$ cat config.mk
export PLATFORM = sky130hd
export DESIGN_NAME = smer_ctrl
export DESIGN_NICKNAME = d
export VERILOG_FILES = /design/src/hdl/smer_pkg.sv /design/src/hdl/smer_ctrl.sv
export SDC_FILE = /design/constraint.sdc
export NUM_CORES = 1
export LEC_CHECK = 0
export ABC_CLOCK_PERIOD_IN_PS = 4100
export BUFFER_PORTS_ARGS = -buffer_cell sky130_fd_sc_hd__buf_2
export CAP_MARGIN = 40
export CORE_UTILIZATION = 45
export DETAILED_ROUTE_END_ITERATION = 8
export GPL_TIMING_DRIVEN = 0
export MAX_ROUTING_LAYER = met4
export PLACE_DENSITY = 0.68
export SLEW_MARGIN = 20
export SYNTH_ARGS = -nofsm -noshare
export SYNTH_HDL_FRONTEND = slang
export SYNTH_SLANG_ARGS = --single-unit
$ cat constraint.sdc
create_clock -name clock -period 4.1 [get_ports clock]
set_clock_uncertainty 0.05 [all_clocks]
set_input_delay 0.205 -clock clock [delete_from_list [all_inputs] [get_ports clock]]
set_output_delay 0.205 -clock clock [all_outputs]
set_load 0.05 [all_outputs]
$ cat src/hdl/smer_pkg.sv
// ----------------------------------------------------------------------------
// smer_pkg
// Types, tap tables and arithmetic widths of the stereo early-reflection block.
// ----------------------------------------------------------------------------
`default_nettype none

package smer_pkg;

   localparam int SAMPLE_RATE  = 48000;
   localparam int STORE_DEPTH  = 4096;
   localparam int SAMPLE_BITS  = 24;
   localparam int TAP_COUNT    = 6;
   localparam int TAP_SLOTS    = 6;

   localparam int ADDR_BITS    = $clog2(STORE_DEPTH);
   localparam int FILL_BITS    = ADDR_BITS + 1;
   localparam int TAP_BITS     = $clog2(TAP_SLOTS);
   localparam int GAIN_BITS    = 14;
   localparam int COEFF_BITS   = 16;
   localparam int MIX_BITS     = COEFF_BITS + 1;
   localparam int TPROD_BITS   = SAMPLE_BITS + GAIN_BITS;
   localparam int ACC_BITS     = TPROD_BITS + TAP_BITS;
   localparam int S8_BITS      = ACC_BITS - 7;
   localparam int DIF_BITS     = S8_BITS + 1;
   localparam int FAC_BITS     = COEFF_BITS + 2;
   localparam int MUL_BITS     = FAC_BITS + DIF_BITS;
   localparam int OACC_BITS    = MUL_BITS + 1;

   localparam int CSR_INDEX_BITS = 8;
   localparam logic [CSR_INDEX_BITS-1:0] CSR_SHELF_COEFF = CSR_INDEX_BITS'(0);
   localparam logic [CSR_INDEX_BITS-1:0] CSR_SHELF_MIX   = CSR_INDEX_BITS'(1);

   localparam logic [COEFF_BITS-1:0] SHELF_COEFF_RESET = COEFF_BITS'(33635);
   localparam logic [COEFF_BITS-1:0] SHELF_MIX_RESET   = COEFF_BITS'(16384);
   localparam logic [MIX_BITS-1:0]   MIX_FULL          = MIX_BITS'(32768);

   localparam int unsigned LEFT_TENTHS  [TAP_SLOTS] = '{71, 133, 197, 271, 359, 433};
   localparam int unsigned RIGHT_TENTHS [TAP_SLOTS] = '{113, 179, 237, 311, 397, 449};

   localparam logic signed [GAIN_BITS-1:0] LEFT_GAIN [TAP_SLOTS] =
      '{14'sd5774, 14'sd4757, 14'sd3895, 14'sd3091, 14'sd2348, 14'sd1863};
   localparam logic signed [GAIN_BITS-1:0] RIGHT_GAIN [TAP_SLOTS] =
      '{14'sd5064, 14'sd4120, 14'sd3437, 14'sd2728, 14'sd2085, 14'sd1772};

   function automatic logic [ADDR_BITS-1:0] tap_delay(input int unsigned tenths);
      longint unsigned d;
      d = (longint'(tenths) * longint'(SAMPLE_RATE)) / 10000;
      if (d < 1) begin
         d = 1;
      end
      if (d > longint'(STORE_DEPTH - 1)) begin
         d = longint'(STORE_DEPTH - 1);
      end
      return ADDR_BITS'(d);
   endfunction

   localparam logic [ADDR_BITS-1:0] LEFT_DELAY [TAP_SLOTS] = '{
      tap_delay(LEFT_TENTHS[0]), tap_delay(LEFT_TENTHS[1]), tap_delay(LEFT_TENTHS[2]),
      tap_delay(LEFT_TENTHS[3]), tap_delay(LEFT_TENTHS[4]), tap_delay(LEFT_TENTHS[5])};
   localparam logic [ADDR_BITS-1:0] RIGHT_DELAY [TAP_SLOTS] = '{
      tap_delay(RIGHT_TENTHS[0]), tap_delay(RIGHT_TENTHS[1]), tap_delay(RIGHT_TENTHS[2]),
      tap_delay(RIGHT_TENTHS[3]), tap_delay(RIGHT_TENTHS[4]), tap_delay(RIGHT_TENTHS[5])};

   typedef struct packed {
      logic signed [SAMPLE_BITS-1:0] left_sample;
      logic signed [SAMPLE_BITS-1:0] right_sample;
   } smer_req_type;

   typedef struct packed {
      logic signed [SAMPLE_BITS-1:0] left_out;
      logic signed [SAMPLE_BITS-1:0] right_out;
   } smer_rsp_type;

   typedef enum logic [3:0] {
      ST_IDLE,
      ST_TAPS,
      ST_DRAIN,
      ST_ROUND,
      ST_DIFF_LP,
      ST_MUL_LP,
      ST_UPD_LP,
      ST_DIFF_OUT,
      ST_MUL_OUT,
      ST_OUT
   } smer_state_type;

   typedef struct packed {
      logic acc_clear;
      logic mac_en;
      logic s8_en;
      logic diff_en;
      logic sel_mix;
      logic mul_en;
      logic lp_en;
   } smer_ctl_type;

   typedef struct packed {
      logic                          valid;
      logic signed [GAIN_BITS-1:0]   gain;
   } smer_tap_type;

endpackage

`default_nettype wire

$ cat src/hdl/smer_ctrl.sv
// ----------------------------------------------------------------------------
// smer_ctrl
// Sequencer: write pointer, fill count, tap read addresses and step enables.
// ----------------------------------------------------------------------------
`default_nettype none

module smer_ctrl (
   input  wire logic                            clock,
   input  wire logic                            reset,
   input  wire logic                            req_valid,
   output logic                                 req_stall,
   input  wire logic                            rsp_free,
   output logic                                 rsp_load,
   output logic                                 wr_en,
   output logic [smer_pkg::ADDR_BITS-1:0]       wr_addr,
   output logic [smer_pkg::ADDR_BITS-1:0]       left_rd_addr,
   output logic [smer_pkg::ADDR_BITS-1:0]       right_rd_addr,
   output smer_pkg::smer_ctl_type               ctl,
   output smer_pkg::smer_tap_type               left_tap,
   output smer_pkg::smer_tap_type               right_tap
);

   import smer_pkg::*;

   smer_state_type          state_ff, state_in;
   logic [TAP_BITS-1:0]     tap_ff, tap_in;
   logic [ADDR_BITS-1:0]    wp_ff, wp_in;
   logic [FILL_BITS-1:0]    fill_ff, fill_in;
   logic                    mac_en_ff;
   smer_tap_type            left_tap_ff, left_tap_in;
   smer_tap_type            right_tap_ff, right_tap_in;
   logic [ADDR_BITS-1:0]    left_delay;
   logic [ADDR_BITS-1:0]    right_delay;
   logic                    accept;
   logic                    last_tap;

   always_ff @(posedge clock) begin
      if (reset) begin
         state_ff  <= ST_IDLE;
         tap_ff    <= '0;
         wp_ff     <= '0;
         fill_ff   <= '0;
         mac_en_ff <= 1'b0;
      end else begin
         state_ff  <= state_in;
         tap_ff    <= tap_in;
         wp_ff     <= wp_in;
         fill_ff   <= fill_in;
         mac_en_ff <= (state_ff == ST_TAPS);
      end
   end

   always_ff @(posedge clock) begin
      left_tap_ff  <= left_tap_in;
      right_tap_ff <= right_tap_in;
   end

   assign left_delay    = LEFT_DELAY[tap_ff];
   assign right_delay   = RIGHT_DELAY[tap_ff];
   assign left_rd_addr  = wp_ff - left_delay;
   assign right_rd_addr = wp_ff - right_delay;

   // A tap reaching past the samples written since reset reads as zero.
   assign left_tap_in.valid  = (fill_ff >= {1'b0, left_delay});
   assign left_tap_in.gain   = LEFT_GAIN[tap_ff];
   assign right_tap_in.valid = (fill_ff >= {1'b0, right_delay});
   assign right_tap_in.gain  = RIGHT_GAIN[tap_ff];

   assign accept    = req_valid && !req_stall;
   assign last_tap  = (tap_ff == TAP_BITS'(TAP_COUNT - 1));
   assign req_stall = (state_ff != ST_IDLE);
   assign wr_en     = accept;
   assign wr_addr   = wp_ff;
   assign left_tap  = left_tap_ff;
   assign right_tap = right_tap_ff;

   always_comb begin
      state_in      = state_ff;
      tap_in        = tap_ff;
      wp_in         = wp_ff;
      fill_in       = fill_ff;
      rsp_load      = 1'b0;
      ctl           = '0;
      ctl.mac_en    = mac_en_ff;
      case (state_ff)
         ST_IDLE: begin
            if (accept) begin
               ctl.acc_clear = 1'b1;
               tap_in        = '0;
               state_in      = ST_TAPS;
            end
         end
         ST_TAPS: begin
            if (last_tap) begin
               wp_in    = wp_ff + 1'b1;
               fill_in  = (fill_ff == FILL_BITS'(STORE_DEPTH)) ? fill_ff : fill_ff + 1'b1;
               state_in = ST_DRAIN;
            end else begin
               tap_in = tap_ff + 1'b1;
            end
         end
         ST_DRAIN: begin
            state_in = ST_ROUND;
         end
         ST_ROUND: begin
            ctl.s8_en = 1'b1;
            state_in  = ST_DIFF_LP;
         end
         ST_DIFF_LP: begin
            ctl.diff_en = 1'b1;
            state_in    = ST_MUL_LP;
         end
         ST_MUL_LP: begin
            ctl.mul_en = 1'b1;
            state_in   = ST_UPD_LP;
         end
         ST_UPD_LP: begin
            ctl.lp_en = 1'b1;
            state_in  = ST_DIFF_OUT;
         end
         ST_DIFF_OUT: begin
            ctl.diff_en = 1'b1;
            state_in    = ST_MUL_OUT;
         end
         ST_MUL_OUT: begin
            ctl.sel_mix = 1'b1;
            ctl.mul_en  = 1'b1;
            state_in    = ST_OUT;
         end
         ST_OUT: begin
            if (rsp_free) begin
               rsp_load = 1'b1;
               state_in = ST_IDLE;
            end
         end
         default: begin
            state_in = ST_IDLE;
         end
      endcase
   end

endmodule

`default_nettype wire

==> reports/qor.yml <==
synth_adder_area_share_pct: 15.5
status: "complete, no violations"
synth_top_area_share_pct: 28.3
synth-seq-cells: 54
end_kind: "output pin"
track_usage_pct: 22.7
worst_slew_pin_slew_ns: 0.600
synth_xor_xnor_area_share_pct: 10.8
critPathLaunchType: "flip-flop"
gp_congestion: 0.876
start_util_pct: 46.5
clk_path_buf_depth: 2
critPathRequiredTime_ns: 3.85
ir_drop_mv: 0.309
ys_seq_area_share_pct: 28.3
clk_pin_slew_ns: 0.10
avgSynthCellArea_um2: 8.16
core_um2: 8220
syn_to_final_growth_pct: 16.6
post-route-min-period_ns: 3.95
fmax_ghz: 0.253
synthFlopType: "dfxtp_1"
cts-root-buf: "clkbuf_8"
drtAntennaViolNets: 0
fin_setup_tns_ns: 0
hp-class: "in2reg"
synth-async-reset-ratio_pct: 0
setup_violations: 0
drt-initial-drc-count: 254
cts_setup_buffers: 0
layout-drive-gt1-share_pct: 22.1
synth-simple-area-share_pct: 20.7
routedWlPerCell_um: 14.4
routed_via_density: 5.19
finalPower_mw: 1.78
clkSinkCount: 54
synth_top_area_cell: "dfxtp_1"
power.density_nw_per_um2: 399
core.rowCount: 33
antenna_found_initial: 0
fp.dieW_um: 94.1
nets: 599
synthMuxAreaShare_pct: 0.787
grt_max_degree: 17
postSynthCellCount: 468
crit_fanout: 7
ios: 80
htree_levels: 2
synth_compound_area_share_pct: 15.6
ys_warn_count: 0
final_cell_mix: "buf_2 (76), nor2_1 (57), dfxtp_1 (52)"
cts_tree: "built"
grt_pass1_vias: 3092
synthTopCellsByArea: "dfxtp_1 (28%), ha_1 (14%), nor2_1 (5.6%), xnor2_1 (5.5%), xor2_1 (5.3%)"
synth_top_family_by_area: "simple AND/OR/NAND/NOR gates"
postLayoutCoreUtil_pct: 54.2
ys_types: 61
finalHoldViolCount: 0
cp.arrival_ns: 3.70
grt_pass1_wl_um: 15300
numCtsBuffers: 5
period_share_pct: 96.4
wirelength_um: 9480
post_cts_resized: 2
final_common_cell: "buf_2"
max_slew_margin_pct: 60.0
rsz0062_at_grt: "false"
clk_latency_ns: 0.32
portBuffers: 75
diodes: 0
die_area_um2: 8860
holdBufCountCts: 0
syn-cell-area_um2: 3820
leakage_nw: 2.09
die_y_um: 94.1
nFillCells: 788
synth_edf_count: 0
slew_violations: 0
grt_overflow: 0
maxCapViolCount: 0
crit_type: "reg2out"
vias: 3411
drc: 0
dp_hpwl_um: 7360
firstDrtPassIters: 4
[worst max-delay path: stages (launching register included)]
cell and delay (ns):
dfxtp_2 0.42, inv_1 0.12, ha_1 0.31, or2_2 0.39, ha_1 0.37, a21oi_1 0.17
o21ai_1 0.09, a31o_2 0.27, maj3_2 0.35, a221o_1 0.31, a21oi_1 0.18, xnor2_1 0.13
clkbuf_4 0.24
[synth_stat cells (3+ instances only)]
| cell type | instances |
|---|---|
| o211ai_1 | 4 |
| buf_4 | 12 |
| maj3_1 | 3 |
| a31oi_1 | 4 |
| nand2b_1 | 5 |
| nor3_1 | 5 |
| nor4bb_1 | 3 |
| inv_1 | 26 |
| ha_1 | 44 |
| a21oi_1 | 28 |
| clkbuf_1 | 14 |
| nand3_1 | 11 |
| dfxtp_1 | 54 |
| o21ai_0 | 20 |
| or3_1 | 6 |
| and3_1 | 4 |
| nor2_1 | 57 |
| xnor2_1 | 24 |
| nand2_1 | 39 |
| nand4_1 | 9 |
| a31o_2 | 3 |
| buf_2 | 3 |
| mux2i_1 | 3 |
| a21o_1 | 12 |
| nor2b_1 | 6 |
| xor2_1 | 23 |
[power breakdown]
part           total, mW  switching, mW  internal (mW)
Combinational      0.849          0.624          0.225
Clock              0.342          0.187          0.155
Sequential         0.586         0.0174          0.568
[cells by family (layout without fill, tap and decap cells)]
family | count (synthesis) | count (layout)
other cells | 1 | 3
simple gates | 161 | 161
buf+inv | 62 | 144
xor+xnor | 47 | 47
flops | 54 | 54
compound gates | 92 | 92
mux | 3 | 3
fa+ha+maj | 48 | 48
[final timing paths]
path,from,endpoint,slack [ns],cells past startpoint
max,tap_ff[1],right_rd_addr[10],0.15,12
min,reset,tap_ff[1],0.13,2
max reg2reg,tap_ff[1],right_tap[14],1.26,11
min reg2reg,fill_ff[12],right_tap[14],0.51,1
[area by class of cell]
cell class	instances	area, um2	share of cell area [%]
Sequential cell	54	1090	24.4
Multi-Input combinational cell	354	2440	54.8
Clock buffer	7	96.3	2.16
Tap cell	105	131	2.95
Clock inverter	1	8.76	0.197
Inverter	29	124	2.78
Timing Repair Buffer	75	380	8.54
Buffer	32	185	4.16
[metrics by stage]
stage,hold slack [ns],area (um2),setup slack (ns),cells
after global placement,0.455,4330,0.293,650
after detailed placement,0.460,4330,0.249,650
after global routing,0.146,4450,0.0131,657
after floorplan,0.388,3820,0.299,470
final,0.133,4450,0.147,657
after CTS,0.126,4440,0.00413,658
[per-layer routing]
metal  global-route usage (%)  wire (um)  share of wire [%]  vias up
met5                        -          0                  0        -
li1                         -          -                  -     1757
met4                     4.74        112                1.2        0
met1                     31.7       4770                 50     1550
met2                     34.9       4140                 44       94
met3                     3.16        456                4.8       10
[state kept, by name, summed over array words and instances (netlist names)]
signal / count
mac_en_ff: 1
fill_ff: 13
wr_addr: 12
left_tap: 11
state_ff: 4
right_tap: 10
tap_ff: 3
Power figures use the tool's default switching activity.
