[config.mk]
export PLATFORM = sky130hd
export DESIGN_NAME = smer_chan
export DESIGN_NICKNAME = d
export VERILOG_FILES = /design/src/hdl/smer_pkg.sv /design/src/hdl/smer_chan.sv
export SDC_FILE = /design/constraint.sdc
export NUM_CORES = 2
export LEC_CHECK = 0
export ABC_AREA = 1
export BUFFER_PORTS_ARGS = -buffer_cell sky130_fd_sc_hd__buf_2
export CORE_ASPECT_RATIO = 1.1
export CORE_UTILIZATION = 40
export DETAILED_ROUTE_END_ITERATION = 8
export GPL_ROUTABILITY_DRIVEN = 0
export PLACE_DENSITY_LB_ADDON = 0.08
export RECOVER_POWER = 50
export SLEW_MARGIN = 10
export SYNTH_ARGS = -nofsm -noshare
export SYNTH_HDL_FRONTEND = slang
export SYNTH_SLANG_ARGS = --single-unit
[constraint.sdc]
create_clock -name clock -period 14.12 [get_ports clock]
set_input_delay 0.706 -clock clock [delete_from_list [all_inputs] [get_ports clock]]
set_output_delay 0.706 -clock clock [all_outputs]
set_load 0.005 [all_outputs]
[src/hdl/smer_pkg.sv]
// ----------------------------------------------------------------------------
// smer_pkg
// Types, tap tables and arithmetic widths of the stereo early-reflection block.
// ----------------------------------------------------------------------------
`default_nettype none

package smer_pkg;

   localparam int SAMPLE_RATE  = 48000;
   localparam int STORE_DEPTH  = 4096;
   localparam int SAMPLE_BITS  = 24;
   localparam int TAP_COUNT    = 6;
   localparam int TAP_SLOTS    = 6;

   localparam int ADDR_BITS    = $clog2(STORE_DEPTH);
   localparam int FILL_BITS    = ADDR_BITS + 1;
   localparam int TAP_BITS     = $clog2(TAP_SLOTS);
   localparam int GAIN_BITS    = 14;
   localparam int COEFF_BITS   = 16;
   localparam int MIX_BITS     = COEFF_BITS + 1;
   localparam int TPROD_BITS   = SAMPLE_BITS + GAIN_BITS;
   localparam int ACC_BITS     = TPROD_BITS + TAP_BITS;
   localparam int S8_BITS      = ACC_BITS - 7;
   localparam int DIF_BITS     = S8_BITS + 1;
   localparam int FAC_BITS     = COEFF_BITS + 2;
   localparam int MUL_BITS     = FAC_BITS + DIF_BITS;
   localparam int OACC_BITS    = MUL_BITS + 1;

   localparam int CSR_INDEX_BITS = 8;
   localparam logic [CSR_INDEX_BITS-1:0] CSR_SHELF_COEFF = CSR_INDEX_BITS'(0);
   localparam logic [CSR_INDEX_BITS-1:0] CSR_SHELF_MIX   = CSR_INDEX_BITS'(1);

   localparam logic [COEFF_BITS-1:0] SHELF_COEFF_RESET = COEFF_BITS'(33635);
   localparam logic [COEFF_BITS-1:0] SHELF_MIX_RESET   = COEFF_BITS'(16384);
   localparam logic [MIX_BITS-1:0]   MIX_FULL          = MIX_BITS'(32768);

   localparam int unsigned LEFT_TENTHS  [TAP_SLOTS] = '{71, 133, 197, 271, 359, 433};
   localparam int unsigned RIGHT_TENTHS [TAP_SLOTS] = '{113, 179, 237, 311, 397, 449};

   localparam logic signed [GAIN_BITS-1:0] LEFT_GAIN [TAP_SLOTS] =
      '{14'sd5774, 14'sd4757, 14'sd3895, 14'sd3091, 14'sd2348, 14'sd1863};
   localparam logic signed [GAIN_BITS-1:0] RIGHT_GAIN [TAP_SLOTS] =
      '{14'sd5064, 14'sd4120, 14'sd3437, 14'sd2728, 14'sd2085, 14'sd1772};

   function automatic logic [ADDR_BITS-1:0] tap_delay(input int unsigned tenths);
      longint unsigned d;
      d = (longint'(tenths) * longint'(SAMPLE_RATE)) / 10000;
      if (d < 1) begin
         d = 1;
      end
      if (d > longint'(STORE_DEPTH - 1)) begin
         d = longint'(STORE_DEPTH - 1);
      end
      return ADDR_BITS'(d);
   endfunction

   localparam logic [ADDR_BITS-1:0] LEFT_DELAY [TAP_SLOTS] = '{
      tap_delay(LEFT_TENTHS[0]), tap_delay(LEFT_TENTHS[1]), tap_delay(LEFT_TENTHS[2]),
      tap_delay(LEFT_TENTHS[3]), tap_delay(LEFT_TENTHS[4]), tap_delay(LEFT_TENTHS[5])};
   localparam logic [ADDR_BITS-1:0] RIGHT_DELAY [TAP_SLOTS] = '{
      tap_delay(RIGHT_TENTHS[0]), tap_delay(RIGHT_TENTHS[1]), tap_delay(RIGHT_TENTHS[2]),
      tap_delay(RIGHT_TENTHS[3]), tap_delay(RIGHT_TENTHS[4]), tap_delay(RIGHT_TENTHS[5])};

   typedef struct packed {
      logic signed [SAMPLE_BITS-1:0] left_sample;
      logic signed [SAMPLE_BITS-1:0] right_sample;
   } smer_req_type;

   typedef struct packed {
      logic signed [SAMPLE_BITS-1:0] left_out;
      logic signed [SAMPLE_BITS-1:0] right_out;
   } smer_rsp_type;

   typedef enum logic [3:0] {
      ST_IDLE,
      ST_TAPS,
      ST_DRAIN,
      ST_ROUND,
      ST_DIFF_LP,
      ST_MUL_LP,
      ST_UPD_LP,
      ST_DIFF_OUT,
      ST_MUL_OUT,
      ST_OUT
   } smer_state_type;

   typedef struct packed {
      logic acc_clear;
      logic mac_en;
      logic s8_en;
      logic diff_en;
      logic sel_mix;
      logic mul_en;
      logic lp_en;
   } smer_ctl_type;

   typedef struct packed {
      logic                          valid;
      logic signed [GAIN_BITS-1:0]   gain;
   } smer_tap_type;

endpackage

`default_nettype wire

[src/hdl/smer_chan.sv]
// ----------------------------------------------------------------------------
// smer_chan
// One channel's datapath: tap accumulation, one-pole lowpass and shelf mix.
// ----------------------------------------------------------------------------
`default_nettype none

module smer_chan (
   input  wire logic                                   clock,
   input  wire logic                                   reset,
   input  wire smer_pkg::smer_ctl_type                 ctl,
   input  wire smer_pkg::smer_tap_type                 tap,
   input  wire logic signed [smer_pkg::SAMPLE_BITS-1:0] rd_data,
   input  wire logic [smer_pkg::COEFF_BITS-1:0]        coeff,
   input  wire logic [smer_pkg::MIX_BITS-1:0]          mix,
   output logic signed [smer_pkg::SAMPLE_BITS-1:0]     sample_out
);

   import smer_pkg::*;

   localparam logic signed [ACC_BITS-1:0]  S8_ROUND  = ACC_BITS'(64);
   localparam logic signed [MUL_BITS-1:0]  LP_ROUND  = MUL_BITS'(32768);
   localparam logic signed [OACC_BITS-1:0] OUT_ROUND = OACC_BITS'(1 << 22);
   localparam logic signed [OACC_BITS-1:0] OUT_MAX   = OACC_BITS'((1 << (SAMPLE_BITS - 1)) - 1);
   localparam logic signed [OACC_BITS-1:0] OUT_MIN   = -OUT_MAX - OACC_BITS'(1);

   logic signed [ACC_BITS-1:0]   acc_ff;
   logic signed [S8_BITS-1:0]    s8_ff;
   logic signed [S8_BITS-1:0]    lp_ff;
   logic signed [DIF_BITS-1:0]   dif_ff;
   logic signed [MUL_BITS-1:0]   mul_ff;

   logic signed [TPROD_BITS-1:0] tap_prod;
   logic signed [ACC_BITS-1:0]   acc_rnd;
   logic signed [DIF_BITS-1:0]   s8_ext;
   logic signed [DIF_BITS-1:0]   lp_ext;
   logic signed [FAC_BITS-1:0]   fac;
   logic signed [MUL_BITS-1:0]   mul_prod;
   logic signed [MUL_BITS-1:0]   lp_sum;
   logic signed [MUL_BITS-1:0]   lp_step;
   logic signed [OACC_BITS-1:0]  out_acc;
   logic signed [OACC_BITS-1:0]  out_q;
   logic signed [OACC_BITS-1:0]  out_sat;

   assign tap_prod = tap.gain * rd_data;
   assign acc_rnd  = acc_ff + S8_ROUND;
   assign s8_ext   = DIF_BITS'(s8_ff);
   assign lp_ext   = DIF_BITS'(lp_ff);
   assign fac      = ctl.sel_mix ? $signed({1'b0, mix}) : $signed({2'b00, coeff});
   assign mul_prod = fac * dif_ff;
   assign lp_sum   = mul_ff + LP_ROUND;
   assign lp_step  = lp_sum >>> 16;

   always_ff @(posedge clock) begin
      if (ctl.acc_clear) begin
         acc_ff <= '0;
      end else if (ctl.mac_en && tap.valid) begin
         acc_ff <= acc_ff + ACC_BITS'(tap_prod);
      end
      if (ctl.s8_en) begin
         s8_ff <= S8_BITS'(acc_rnd >>> 7);
      end
      if (ctl.diff_en) begin
         dif_ff <= s8_ext - lp_ext;
      end
      if (ctl.mul_en) begin
         mul_ff <= mul_prod;
      end
   end

   always_ff @(posedge clock) begin
      if (reset) begin
         lp_ff <= '0;
      end else if (ctl.lp_en) begin
         lp_ff <= lp_ff + S8_BITS'(lp_step);
      end
   end

   assign out_acc = (OACC_BITS'(s8_ff) <<< 15) - OACC_BITS'(mul_ff) + OUT_ROUND;
   assign out_q   = out_acc >>> 23;

   always_comb begin
      if (out_q > OUT_MAX) begin
         out_sat = OUT_MAX;
      end else if (out_q < OUT_MIN) begin
         out_sat = OUT_MIN;
      end else begin
         out_sat = out_q;
      end
   end

   assign sample_out = SAMPLE_BITS'(out_sat);

endmodule

`default_nettype wire

==> metrics.md <==
| Metric | Value |
|---|---|
| Status | complete, but fails checks |
| Failing checks | max-capacitance violations, max-slew violations |
| Slowest CP cell | clkinv_1 |
| Total of max-cap violations | 5 |
| Period minus WS final | 8.72 ns |
| Crit path cell chain | clkbuf_1, inv_1, or2_2, nand2_1, clkinv_1, nand2_1, fa_1, fa_1, fa_1, inv_1, fa_1, fa_1, inv_1, fa_1, inv_1, ha_1, a21oi_1, o21ai_0, a21oi_1, o21ai_0, a31oi_1, nand3_1, xor2_1 |
| Grt ovf | 0 |
| Setup Buffers After CTS | 0 |
| Slew headroom | -119% |
| Wire length per cell | approximately 20 um |
| Max-slew violation count | approximately 230 |
| Mux cell area share after synthesis | less than 1% |
| Final Hold Vio Count | 0 |
| Share of post-route cells with drive strength above 1 | 3.62% |
| Critical Path AT | between 8 and 9 ns |
| Post-CTS resize count | 0 |
| Worst r2r src | dif_ff[34] |
| Clk pin slew, worst setup/hold paths | about 0.080 ns |
| CP peak stage delay | 0.80 ns |
| Root Driver | clkbuf_16 |
| First-pass GRT wire length | between 200 and 300 mm |
| Core footprint | between 100000 and 150000 sq um |
| Via count | around 42000 |
| Worst-Margin Slew | ~3.3 ns |
| First drt pass iteration count | 6 |
| Launch point of the worst path | ctl[2] |
| Die Area | between 100000 and 150000 sq um |
| Critical path launch point type | input port |
| Max Freq | 0.115 GHz |
| DR DRC count | 0 |
| Commonest non-fill, non-tap cell in the layout | inv_1 |
| Synth warnings | 0 |
| Syn Nets | between 8000 and 9000 |
| Post-synth cell types | 50 |
| Yosys top cell by area | fa_1 |
| Synth Flop Type | edfxtp_1 |
| Overall die width | roughly 340 um |
| Setup violations, final | 0 |
| Worst Hold Class | register to register |
| Hpwl dp | around 140 mm |
| Finished Layout Cells | 8456 |
| Initial antenna violation count | 5 |
| Most frequent cells in the layout | inv_1, nand2_1, fa_1 |
| Gate count after technology mapping | about 6800 |
| Net count, final | roughly 8200 |
| Tot GR Track Use | 26.2% |
| Hold buffers post-CTS | 0 |
| Detail Route Antenna Nets | 0 |
| Critical path fanouts, max | 18 |
| Buf/Inv on CP | 6 |
| Async SR Flop Fraction | 0% |
| WL final | roughly 170 mm |
| CP top delay family | adder cells |
| Die Y | roughly 380 um |
| RSZ-0062 raised after global routing | no |
| Max Clock Skew | just under 0.02 ns |
| IO Count | roughly 110 |
| Fillers | about 13000 |
| Fin crit share | roughly three fifths |
| Seq/Total Area, Yosys | roughly 10% |
| Vias in the first global route | 44100 |
| FP Rows | about 140 |
| Clock sinks | 197 |
| Area grow syn2layout | 5.40% |
| Mean Syn Cell Area | between 7 and 8 sq um |
| Kind of critical path | input port to register |
| Starting density of the core | roughly 40% |
| Worst setup EP type | register |
| DR vias/cell | roughly 5.0 |
| Number of DRC markers in iteration 0 | 2714 |
| Top-area cell type share of the netlist area | between 30% and 40% |
| Number of synthesized flops with an enable pin | ~120 |
| Clk buf depth | 2 |
| Port bufs | ~100 |
| Synth Cell Area | 51500 sq um |
| Worst skew pair latency | around 0.49 ns |
| Synth top area cells | fa_1, inv_1, nand2_1 |
| Placed Cells | between 8000 and 9000 |
| Num CTS Buffers | 17 |
| Largest family of logic cells by synthesized area | adder cells |
| Adder-Cell Fraction of Synth Area | between 40 and 50% |
| CP required | 14.36 ns |
| H-tree depth reported by CTS | 4 |
| Post-Synth Simple-Gate Area | a little under a fifth |
| Top cell by count, worst path | fa_1 |
| Seq cells post-synth | ~200 |
| Synth Area in Compound Gates | 6.45% |
| Post-Synth XOR/XNOR Area | about 3.7% |
| Largest net degree at the start of global routing | 54 |
| CTS tree | done |
| Setup TNS | 0 ns |
| Min-delay src | acc_ff[0] |
routing by layer:
| metal | share of wire (%) | vias to the layer above | wire [um] | track usage, % |
|---|---|---|---|---|
| li1 | - | 19900 | - | - |
| met1 | 41 | 20900 | 68400 | 32.4 |
| met2 | 51 | 955 | 84100 | 47.5 |
| met3 | 3.9 | 214 | 6530 | 2.27 |
| met4 | 3.7 | 6 | 6190 | 9.07 |
| met5 | 0.020 | - | 33 | 0 |
sequential cells by signal (all words and copies together), names as in the netlist:
register,cells
s8_ff,34
acc_ff,41
dif_ff,35
lp_ff,34
mul_ff,53
worst paths after layout:
path,cells past startpoint,end,slack (ns)
min reg2reg,2,acc_ff[0],0.50
min,2,acc_ff[0],0.50
max,23,mul_ff[50],5.40
max reg2reg,19,mul_ff[50],6.91
cell usage after synthesis, drive strengths merged, types with 56 or more instances:
cell and count:
nor2 636, fa 949, nand3 150, inv 1888, ha 377, nand2 1414, xnor2 56, nor3 62
dfxtp 75, edfxtp 122, xor2 161, a21oi 281, clkbuf 152, o21ai 189
cell families (layout without fill, tap and decap cells):
logic type	after synthesis	in the layout
simple gates	2378	2378
compound gates	601	601
xor+xnor	217	217
mux	2	2
other cells	0	1
flops	197	197
buf+inv	2059	2066
fa+ha+maj	1326	1326
final cells by class:
| cell class | count | area [sq um] | share of cell area (%) |
|---|---|---|---|
| Timing Repair Buffer | 139 | 767 | 1.41 |
| Sequential cell | 197 | 5160 | 9.51 |
| Multi-Input combinational cell | 4524 | 38600 | 71.1 |
| Inverter | 1895 | 7110 | 13.1 |
| Antenna cell | 1 | 2.50 | 0.00461 |
| Clock buffer | 23 | 479 | 0.882 |
| Tap cell | 1668 | 2090 | 3.84 |
| Clock inverter | 9 | 68.8 | 0.127 |
through the flow:
stage	setup WS [ns]	utilization [%]	hold slack, ns	cell area [sq um]
floorplan	7.41	-	0.462	51500
global placement	5.59	42.2	0.475	53800
detailed placement	5.55	42.2	0.485	53800
CTS	6.08	42.7	0.499	54400
global route	5.00	42.7	0.526	54300
finish	5.40	42.7	0.498	54300
worst register-to-register path: stages, from the launching register on:
cell      delay [ns]
edfxtp_1        0.53
inv_1           0.38
nor2_1          0.53
fa_1            0.64
fa_1            1.02
inv_1           0.28
fa_1            0.54
inv_1           0.05
fa_1            0.52
inv_1           0.05
fa_1            0.47
inv_1           0.04
ha_1            0.33
a21oi_1         0.27
o21ai_0         0.18
a21oi_1         0.49
o21ai_0         0.15
a31oi_1         0.18
nand3_1         0.11
xor2_1          0.18
Power is left out: the tool's default activity adds up to more than one toggle a clock period on the data nets, which glitch-free logic cannot reach.
